## config.mk

```make
export PLATFORM = sky130hd
export DESIGN_NAME = m3acc_mac
export DESIGN_NICKNAME = d
export VERILOG_FILES = /design/src/rtl/core/m3acc_pkg.sv /design/src/rtl/core/m3acc_mac.sv
export SDC_FILE = /design/constraint.sdc
export NUM_CORES = 2
export LEC_CHECK = 0
export CORE_UTILIZATION = 60
export DETAILED_ROUTE_END_ITERATION = 6
export DONT_BUFFER_PORTS = 1
export PLACE_DENSITY = 0.76
export SYNTH_ARGS = -nofsm -noshare
export SYNTH_HDL_FRONTEND = slang
export SYNTH_SLANG_ARGS = --single-unit
export TNS_END_PERCENT = 30
```

## constraint.sdc

```tcl
create_clock -name clk -period 24 [get_ports clk]
set_input_delay 1.2 -clock clk [delete_from_list [all_inputs] [get_ports clk]]
set_output_delay 1.2 -clock clk [all_outputs]
set_load 0.05 [all_outputs]
```

## src/rtl/core/m3acc_pkg.sv

```systemverilog
// ----------------------------------------------------------------------------
// m3acc_pkg
// Shared types, command codes and status codes for the 3x3 accumulator unit.
// ----------------------------------------------------------------------------
`default_nettype none

package m3acc_pkg;

  localparam int ElemWidth = 32;
  localparam int FracBits  = 16;
  localparam int NumElem   = 9;

  typedef logic signed [ElemWidth-1:0] elem_t;

  typedef enum logic [3:0] {
    CMD_LOAD      = 4'd0,
    CMD_ADD       = 4'd1,
    CMD_SUB       = 4'd2,
    CMD_SCALE     = 4'd3,
    CMD_DIVIDE    = 4'd4,
    CMD_MATMUL    = 4'd5,
    CMD_TRANSPOSE = 4'd6,
    CMD_MATVEC    = 4'd7,
    CMD_SET_ELEM  = 4'd8,
    CMD_SET_ROW   = 4'd9,
    CMD_SET_COL   = 4'd10,
    CMD_READ      = 4'd11
  } cmd_t;

  typedef enum logic [1:0] {
    ST_OK   = 2'd0,
    ST_BAD  = 2'd1,
    ST_DIVZ = 2'd2,
    ST_SAT  = 2'd3
  } status_t;

  typedef struct packed {
    logic [3:0] command;
    logic [1:0] row_sel;
    logic [1:0] col_sel;
    elem_t e0; elem_t e1; elem_t e2;
    elem_t e3; elem_t e4; elem_t e5;
    elem_t e6; elem_t e7; elem_t e8;
  } in_beat_t;

  typedef struct packed {
    elem_t m0; elem_t m1; elem_t m2;
    elem_t m3; elem_t m4; elem_t m5;
    elem_t m6; elem_t m7; elem_t m8;
    logic [1:0] status;
  } out_beat_t;

  // divider handshake between sequencer and divider
  typedef struct packed {
    logic start;
    logic neg;
  } div_ctl_t;

  typedef struct packed {
    logic done;
    logic sat;
  } div_sts_t;

  localparam logic signed [ElemWidth-1:0] ElemMax = {1'b0, {(ElemWidth-1){1'b1}}};
  localparam logic signed [ElemWidth-1:0] ElemMin = {1'b1, {(ElemWidth-1){1'b0}}};

  // saturate a 34-bit signed sum to an element
  function automatic elem_t sat_sum(input logic signed [ElemWidth+1:0] v,
                                    output logic sat);
    logic signed [ElemWidth+1:0] lo_lim;
    logic signed [ElemWidth+1:0] hi_lim;
    begin
      lo_lim = {{2{1'b1}}, ElemMin};
      hi_lim = {2'b00, ElemMax};
      sat = 1'b0;
      if (v > hi_lim) begin
        sat = 1'b1;
        sat_sum = ElemMax;
      end else if (v < lo_lim) begin
        sat = 1'b1;
        sat_sum = ElemMin;
      end else begin
        sat_sum = v[ElemWidth-1:0];
      end
    end
  endfunction

endpackage

`default_nettype wire

```

## src/rtl/core/m3acc_mac.sv

```systemverilog
// ----------------------------------------------------------------------------
// m3acc_mac
// Shared signed multiplier with product register and wide accumulator;
// rounds half up and saturates the sum.
// ----------------------------------------------------------------------------
`default_nettype none

module m3acc_mac (
  input  wire logic              clk,
  input  wire logic              clear,
  input  wire logic              mul_en,
  input  wire logic              acc_en,
  input  wire m3acc_pkg::elem_t  a,
  input  wire m3acc_pkg::elem_t  b,
  output m3acc_pkg::elem_t       result,
  output logic                   sat
);
  import m3acc_pkg::*;

  localparam int PW = 2 * ElemWidth;
  localparam int AW = PW + 2;

  logic signed [PW-1:0] prod;
  logic signed [AW-1:0] acc;
  logic signed [AW-1:0] rnd;
  logic signed [AW-FracBits-1:0] shf;

  // product register, then accumulate
  always_ff @(posedge clk) begin
    if (mul_en) prod <= a * b;
    if (clear) acc <= '0;
    else if (acc_en) acc <= acc + AW'(prod);
  end

  // round half up and saturate
  always_comb begin
    rnd = acc + (AW'(1) <<< (FracBits - 1));
    shf = rnd[AW-1:FracBits];
    sat = 1'b0;
    if (shf > (AW-FracBits)'(ElemMax)) begin
      sat = 1'b1;
      result = ElemMax;
    end else if (shf < (AW-FracBits)'(ElemMin)) begin
      sat = 1'b1;
      result = ElemMin;
    end else begin
      result = shf[ElemWidth-1:0];
    end
  end

endmodule

`default_nettype wire
```

==> run metrics <==
outcome finished, final reports clean; Vias 33135; CP max stage delay 920 ps; worst slew pin tran 1100 ps; Synth Net Count between 6000 and 7000; type of origin of the critical path input port; Initial Util 0.609; min Tclk post-route 8640 ps; Hold Buf Count CTS 0; max-capacitance violation count 0; area added between synthesis and finish 1.90%; top cell type's share of synthesized area 0.477; register bit total from synthesis 130; pre-CTS setup slack ~15000 ps; area leader, netlist fa_1; post-route setup TNS 0 ps; # setup viols final 0; Required @ worst endpoint 24190 ps; Final Hold Vio Count 0; commonest cells after routing, fill and taps aside fa_1 (1083), inv_1 (1018), nand2_1 (613); Hold Path End acc[10]$_SDFFE_PP0P_; # resized after CTS 0; Setup CP Type in2reg; gr usage total 0.321; Sink Count 130; RSZ-0062 raised after global routing false; cell mode on critical path fa_1; total gr overflow 0; Chip Width 277 microns; Worst R2R Path Depth 11; worst hold path class reg2reg; WP data arrival 8830 ps; CP Capture Type flip-flop; HPWL reported at the end of detailed placement 92400 microns; Most used DFF post-synth dfxtp_1; post-route clock period utilization 0.360; Die Y 277 microns; RR Startpoint prod[10]$_DFFE_PP_; synth top area cells fa_1 (48%), inv_1 (8.4%), and2_1 (7.0%); Worst-Skew Late Latency 440 ps; Port Buffers 0; # DRC 0; GP Congestion 0.945; worst clock skew 9.17 ps; CP max-delay cell fa_1; CORE AREA 74700 sq um; fin nets around 6100; Reg2Reg Setup Slack 20160 ps; Root Driver clkbuf_16; mean post-synth cell area 9.22 sq um; I/O pin count around 100; Hold Path Depth 2; crit-path max FO 32; Async S/R FF share, synth 0; hold path startpoint acc[10]$_SDFFE_PP0P_; r2r endpoint acc[65]$_SDFFE_PP0P_; buffer and inverter count on the worst path 7; # rows 100; Iter 0 DRT Violations around 2400; die area just under 80000 sq um; min setup slack post-route 15360 ps; relative slew slack 0.265; post-layout util 0.620; # Post-CTS Setup Buffers 0; largest net degree at the start of global routing 65; CTS tree built; initial antenna violation count 2; Clock Tree Buf Depth 2; Final Hold Slack 500 ps; yosys warns 0; CP delay by family, top adder cells; Pre-antenna DRT Iters 6; Avg WL per Cell around 21 microns; synthesized area 45500 sq um; ANT nets after route 0; Max Fclk 116 MHz; clock-pin slew on the worst setup and hold paths 60 ps; CTS Buf Count 17; most common cell after layout, fill and taps aside fa_1; post-synthesis cell count 4933; final wirelength 118000 microns; first-pass GRT wire length around 190000 microns; Yosys cell types 86; sequential fraction of the synthesis area 0.0713; max-slew violations 0; H-Tree Depth 4; Avg Vias per Cell 5.83; number of synthesized flops with an enable pin between 60 and 70; vias in the first global route 35487; layout cells sized above 1 0.0163
-- layout make-up --
type | count | area (sq um)
multi-input cells | 3529 | 37400
fillers | 6141 | 28400
well taps | 969 | 1210
diodes | 1 | 2.50
clock buffers | 17 | 425
inverters | 1019 | 3820
clock inverters | 15 | 173
flip-flops and latches | 130 | 3240
repair buffers | 6 | 45.0
-- tightest hold or removal path: cells and delay by family, from the launching register on --
family / cells / cell delay, ps
flip-flops: 1 / 330
multiplexers: 1 / 70
AND/OR/NAND/NOR: 1 / 70
-- worst max path at each step --
stage                     start                  to  slack, ps  cells past startpoint
final                      b[2]  prod[62]$_DFFE_PP_      15360                     26
after global routing      a[31]  prod[62]$_DFFE_PP_      15010                     26
after detailed placement  a[31]  prod[62]$_DFFE_PP_      14900                     26
after CTS                 a[31]  prod[62]$_DFFE_PP_      15400                     26
after global placement    a[31]  prod[62]$_DFFE_PP_      15070                     26
after floorplan            b[2]  prod[62]$_DFFE_PP_      15240                     28
-- state kept, by name, indices dropped and copies added (netlist names) --
signal / count
prod: 64
acc: 66
-- Yosys cell counts, types with 24 or more instances --
cell type and n:
a21o_1 71, a21oi_1 132, and2_1 511, clkbuf_1 242, dfxtp_1 66, edfxtp_1 64, fa_1 1083, ha_1 250
inv_1 1018, mux2i_1 33, nand2_1 613, nand3_1 46, nand4_1 35, nor2_1 138, nor3_1 32, o21ai_0 88
o21ai_1 24, xnor2_1 91, xor2_1 61
-- through the flow --
| stage | cell area, sq um | cells |
|---|---|---|
| final | 46300 | 5686 |
| after global routing | 46300 | 5685 |
| after CTS | 46300 | 5685 |
| after detailed placement | 45700 | 5653 |
| after global placement | 45700 | 5653 |
| after floorplan | 45500 | 4933 |
-- layer usage --
layer  vias to the layer above  share of wire  global-route usage  wire length (microns)
met4                         0          0.023              0.0796                   2750
met1                     16800           0.42               0.446                  49100
met2                      1628           0.45               0.499                  52500
met5                         -              0                   0                      0
met3                       204           0.11              0.0885                  13300
li1                      14503              -                   -                      -
-- kinds of logic after synthesis --
kind of cell | share of synthesized area
adders and majority gates | 0.546
xor gates and xnor gates | 0.0293
muxes | 0.00751
buffers and inverters | 0.106
DFF | 0.0713
and+or+nand+nor | 0.166
AOI/OAI and AO/OA | 0.0739
Power is not shown: default switching activity piles up to over one toggle a cycle in this logic, so the estimate is an artifact.
