### src/rtl/core/m3acc_pkg.sv
// ----------------------------------------------------------------------------
// m3acc_pkg
// Shared types, command codes and status codes for the 3x3 accumulator unit.
// ----------------------------------------------------------------------------
`default_nettype none

package m3acc_pkg;

  localparam int ElemWidth = 32;
  localparam int FracBits  = 16;
  localparam int NumElem   = 9;

  typedef logic signed [ElemWidth-1:0] elem_t;

  typedef enum logic [3:0] {
    CMD_LOAD      = 4'd0,
    CMD_ADD       = 4'd1,
    CMD_SUB       = 4'd2,
    CMD_SCALE     = 4'd3,
    CMD_DIVIDE    = 4'd4,
    CMD_MATMUL    = 4'd5,
    CMD_TRANSPOSE = 4'd6,
    CMD_MATVEC    = 4'd7,
    CMD_SET_ELEM  = 4'd8,
    CMD_SET_ROW   = 4'd9,
    CMD_SET_COL   = 4'd10,
    CMD_READ      = 4'd11
  } cmd_t;

  typedef enum logic [1:0] {
    ST_OK   = 2'd0,
    ST_BAD  = 2'd1,
    ST_DIVZ = 2'd2,
    ST_SAT  = 2'd3
  } status_t;

  typedef struct packed {
    logic [3:0] command;
    logic [1:0] row_sel;
    logic [1:0] col_sel;
    elem_t e0; elem_t e1; elem_t e2;
    elem_t e3; elem_t e4; elem_t e5;
    elem_t e6; elem_t e7; elem_t e8;
  } in_beat_t;

  typedef struct packed {
    elem_t m0; elem_t m1; elem_t m2;
    elem_t m3; elem_t m4; elem_t m5;
    elem_t m6; elem_t m7; elem_t m8;
    logic [1:0] status;
  } out_beat_t;

  // divider handshake between sequencer and divider
  typedef struct packed {
    logic start;
    logic neg;
  } div_ctl_t;

  typedef struct packed {
    logic done;
    logic sat;
  } div_sts_t;

  localparam logic signed [ElemWidth-1:0] ElemMax = {1'b0, {(ElemWidth-1){1'b1}}};
  localparam logic signed [ElemWidth-1:0] ElemMin = {1'b1, {(ElemWidth-1){1'b0}}};

  // saturate a 34-bit signed sum to an element
  function automatic elem_t sat_sum(input logic signed [ElemWidth+1:0] v,
                                    output logic sat);
    logic signed [ElemWidth+1:0] lo_lim;
    logic signed [ElemWidth+1:0] hi_lim;
    begin
      lo_lim = {{2{1'b1}}, ElemMin};
      hi_lim = {2'b00, ElemMax};
      sat = 1'b0;
      if (v > hi_lim) begin
        sat = 1'b1;
        sat_sum = ElemMax;
      end else if (v < lo_lim) begin
        sat = 1'b1;
        sat_sum = ElemMin;
      end else begin
        sat_sum = v[ElemWidth-1:0];
      end
    end
  endfunction

endpackage

`default_nettype wire

### src/rtl/core/m3acc_divider.sv
// ----------------------------------------------------------------------------
// m3acc_divider
// Radix-2 restoring divider for fixed-point quotient |a|/|s| with saturation.
// ----------------------------------------------------------------------------
`default_nettype none

module m3acc_divider (
  input  wire logic                           clk,
  input  wire logic                           rst,
  input  wire m3acc_pkg::div_ctl_t            ctl,
  input  wire logic [m3acc_pkg::ElemWidth-1:0] mag_a,
  input  wire logic [m3acc_pkg::ElemWidth-1:0] mag_s,
  output m3acc_pkg::div_sts_t                 sts,
  output m3acc_pkg::elem_t                    quot
);
  import m3acc_pkg::*;

  localparam int QW   = ElemWidth + FracBits;
  localparam int CntW = $clog2(QW + 1);

  // remainder stays below the divisor, quotient full width
  logic [ElemWidth-1:0] rem;
  logic [QW-1:0]        q;
  logic [QW-1:0]        num;
  logic [ElemWidth-1:0] dvs;
  logic [CntW-1:0]      cnt;
  logic                 busy;
  logic                 neg;
  logic [ElemWidth:0]   trial;
  logic                 fin;

  assign trial = {rem, num[QW-1]};

  // one quotient bit per cycle
  always_ff @(posedge clk) begin
    if (rst) begin
      busy <= 1'b0;
      fin  <= 1'b0;
      cnt  <= '0;
    end else begin
      fin <= 1'b0;
      if (ctl.start) begin
        busy <= 1'b1;
        cnt  <= CntW'(QW);
        rem  <= '0;
        q    <= '0;
        num  <= {mag_a, {FracBits{1'b0}}};
        dvs  <= mag_s;
        neg  <= ctl.neg;
      end else if (busy) begin
        num <= {num[QW-2:0], 1'b0};
        if (trial >= {1'b0, dvs}) begin
          rem <= ElemWidth'(trial - {1'b0, dvs});
          q   <= {q[QW-2:0], 1'b1};
        end else begin
          rem <= trial[ElemWidth-1:0];
          q   <= {q[QW-2:0], 1'b0};
        end
        cnt <= cnt - 1'b1;
        if (cnt == CntW'(1)) begin
          busy <= 1'b0;
          fin  <= 1'b1;
        end
      end
    end
  end

  // saturate signed result
  always_comb begin
    sts.done = fin;
    sts.sat  = 1'b0;
    if (neg) begin
      if (q > {{FracBits{1'b0}}, 1'b1, {(ElemWidth-1){1'b0}}}) begin
        sts.sat = 1'b1;
        quot = ElemMin;
      end else begin
        quot = elem_t'(-q[ElemWidth-1:0]);
      end
    end else begin
      if (q > {{(FracBits+1){1'b0}}, {(ElemWidth-1){1'b1}}}) begin
        sts.sat = 1'b1;
        quot = ElemMax;
      end else begin
        quot = elem_t'(q[ElemWidth-1:0]);
      end
    end
  end

  assert property (@(posedge clk) disable iff (rst) ctl.start |=> busy)
    else $error("divider did not start");
  assert property (@(posedge clk) disable iff (rst) fin |-> !busy)
    else $error("divider done while busy");
  assert property (@(posedge clk) disable iff (rst) busy |-> cnt != '0)
    else $error("divider count underflow");

endmodule

`default_nettype wire

### config.mk
export PLATFORM = sky130hd
export DESIGN_NAME = m3acc_divider
export DESIGN_NICKNAME = d
export VERILOG_FILES = /design/src/rtl/core/m3acc_pkg.sv /design/src/rtl/core/m3acc_divider.sv
export SDC_FILE = /design/constraint.sdc
export NUM_CORES = 1
export LEC_CHECK = 0
export BUFFER_PORTS_ARGS = -buffer_cell sky130_fd_sc_hd__buf_4
export CORE_MARGIN = 5
export CORE_UTILIZATION = 59
export DETAILED_ROUTE_END_ITERATION = 16
export PLACE_DENSITY = 0.8
export SLEW_MARGIN = 20
export SYNTH_ARGS = -nofsm -noshare
export SYNTH_HDL_FRONTEND = slang
export SYNTH_SLANG_ARGS = --single-unit
### constraint.sdc
create_clock -name clk -period 9.1 [get_ports clk]
set_clock_uncertainty 0.2 [all_clocks]
set_input_delay 0.455 -clock clk [delete_from_list [all_inputs] [get_ports clk]]
set_output_delay 0.455 -clock clk [all_outputs]
set_load 0.05 [all_outputs]
==> impl_metrics.ini <==
[floorplan]
core_um2 = 14600
die_h_um = 133
die_area_um2 = 17600
ios = 102
start_util_pct = 60.6
rows = 44
die_w_um = 133

[yosys]
syn_inst = 845
yosys.area.top_type_share_pct = 49.0
seq_area_frac_synth_pct = 50.8
synth_fp_nets = 949
yosys.area.top_type = edfxtp_1
synth_cell_types = 62
yosysWarnings = 0
synth-seq-cells = 153
netlist_area_um2 = 8880
synthFlopType = edfxtp_1
synth_edf_count = 145
synthTopCellsByArea = edfxtp_1 (49%), ha_1 (4.9%), nor2_1 (4.0%)
synth.avg_cell_area_um2 = 10.5
synthArstFlopShare_pct = 0

[sta]
finalCritPeriodShare_pct = 55.4
worst_slew_pin_slew_ps = 1050
setup-tns-final_ps = 0
max-slew-margin-rel_pct = 30.0
maxSlewViolCount = 0
rsz0062_at_grt = no
finalSetupViolCount = 0
fin_crit_ps = 5040
timing.fmax_ghz = 0.198
hold_violations = 0

[pwr]
power_mw = 2.04
powerDensity_nw_per_um2 = 191
leakagePower_nw = 4.27
peakVddDrop_mv = 0.136

[route]
postRouteAntennaNets = 0
dr_total_vias = 6682
via_per_inst = 5.76
drt-total-wl_mm = 18.7
drtIter0Drc = 436
wire_per_inst_um = 16.1
route.detailed.drc = 0
drt-pass1-iter-count = 5

[worst_setup_path]
cp-start-kind = flop
critPathKind = flop to output pin
cp.arrival_ps = 4380
cp.required_ps = 8450
r2r_slack_ps = 5010
crit_path_end_kind = output pin
slowest_stage = or4_4
cp_cell_sequence = inv_1 -> ha_1 -> or3b_1 -> or4_4 -> nand4bb_1 -> or3_4 -> o41ai_2 -> nand2b_1 -> inv_6 -> nand2_4 -> o311ai_1 -> buf_4
max_stage_delay_ps = 460
critPathTopFamily = simple AND/OR/NAND/NOR gates
cp_num_buf_inv = 3
crit_fanout = 17

[grt]
grt_pass1_vias = 6284
grt.overflow.total = 0
grt_use_total_pct = 21.4
antenna_found_initial = 0
grt_max_degree = 87
grt_pass1_wl_mm = 30.9

[clock_tree]
root_buffer = clkbuf_16
cts_tree = built
numCtsBuffers = 17
h-tree-depth = 4
post_cts_buffers = 0
clkSlewWorstSetupHoldPaths_ps = 70
clk_latency_ps = 430
cts_sinks = 153
clockBufferDepth = 2

[placed_design]
io_buffer_count = 101
place.gp.congestion = 0.820
dp_hpwl_mm = 12.1

[finish]
insertedDiodeCount = 0
final_nets = 1068
syn2layout_area_growth_pct = 20.4
drive_above_1_share_pct = 18.8

[status]
status = complete, no violations

[flow_run]
cap_viol_max_count = 0

[worst_hold_path]
hold_class = primary input to flop
[synthesized netlist by cell type, types with 3 or more instances]
cell type    n
or4_1        4
nor4_1      11
a31oi_1     12
mux2_2      31
a211oi_1    10
xnor2_1     23
nor2b_1     53
a21o_1      14
nand4_1      8
and3_1       5
or2_2        5
a21boi_0     3
nand3_1      6
o21a_1       9
inv_1       55
a21oi_1     63
o211ai_1     5
or3_1        8
o21bai_1     3
nor3_1      23
edfxtp_1   145
buf_1        4
o21ai_0     31
nand2_1     49
and2_1       3
ha_1        35
o31ai_1      4
o41ai_1      5
nor2_1      94
mux2i_1     24
dfxtp_1      8
clkbuf_1    28
nand4b_1     3
nand2b_1     7
o311ai_1     9
xor2_1      10
buf_4        3
[cell families after synthesis]
kind of cell	share of synthesized area [%]
simple gates	16.2
compound gates	13.5
flops	50.8
buf+inv	4.40
mux	6.64
fa+ha+maj	5.16
xor+xnor	3.25
[through the flow]
| stage | hold WS [ps] | std cells | setup WS [ps] | util (%) | cell area (um2) |
|---|---|---|---|---|---|
| after floorplan | 269 | 845 | 2580 | - | 8880 |
| after global placement | 288 | 1096 | 4640 | 66.6 | 9760 |
| after detailed placement | 314 | 1096 | 4490 | 66.6 | 9760 |
| after CTS | 94.5 | 1161 | 4030 | 73.0 | 10700 |
| after global routing | 93.4 | 1161 | 3780 | 73.0 | 10700 |
| final | 105 | 1161 | 4060 | 73.0 | 10700 |
[final cells by class]
class                           instances  area [um2]
Sequential cell                       153        4510
Multi-Input combinational cell        597        4000
Fill cell                            1029        3950
Timing Repair Buffer                  139        1130
Clock buffer                           17         425
Tap cell                              184         230
Inverter                               56         215
Clock inverter                         15         180
[report_power, final]
part | internal (mW) | leakage, nW | switching, mW
Sequential | 0.839 | 1.46 | 0.0321
Combinational | 0.191 | 2.52 | 0.255
Clock | 0.416 | 0.289 | 0.311
[per-layer routing]
metal	GRT usage [%]	vias to the layer above	share of wire, %
li1	-	3333	-
met1	29.0	3168	45
met5	0	-	0
met2	34.9	164	48
met4	6.47	0	1.1
met3	4.56	17	5.1
[registers in the layout, indices dropped and copies added, names as in the netlist]
signal,count
busy,1
neg,1
rem,32
cnt,6
dvs,32
num,32
q,48
fin,1
[cell usage in the layout, fill, tap and decap left out, types with 11 or more instances in the layout]
| master | count |
|---|---|
| inv_1 | 55 |
| mux2_2 | 31 |
| nor2b_1 | 53 |
| dlygate4sd3_1 | 33 |
| buf_4 | 106 |
| clkbuf_16 | 17 |
| edfxtp_1 | 145 |
| a31oi_1 | 12 |
| a21oi_1 | 63 |
| nor4_1 | 11 |
| nor2_1 | 92 |
| nor3_1 | 23 |
| nand2_1 | 49 |
| xnor2_1 | 23 |
| o21ai_0 | 31 |
| ha_1 | 35 |
| a21o_1 | 14 |
| mux2i_1 | 24 |
[path summary, 6_finish.rpt]
kind | start | endpoint | cells after the start
min reg2reg | cnt[1] | cnt[1] | 2
max reg2reg | rem[2] | rem[13] | 11
max | q[0] | quot[26] | 12
min | mag_a[0] | num[16] | 2
[timing repair]
action	4_1_cts	5_1_grt
endpoints found under the hold margin	33	0
hold buffers	33	0
resized for setup	0	0
Power figures use the tool's default switching activity.
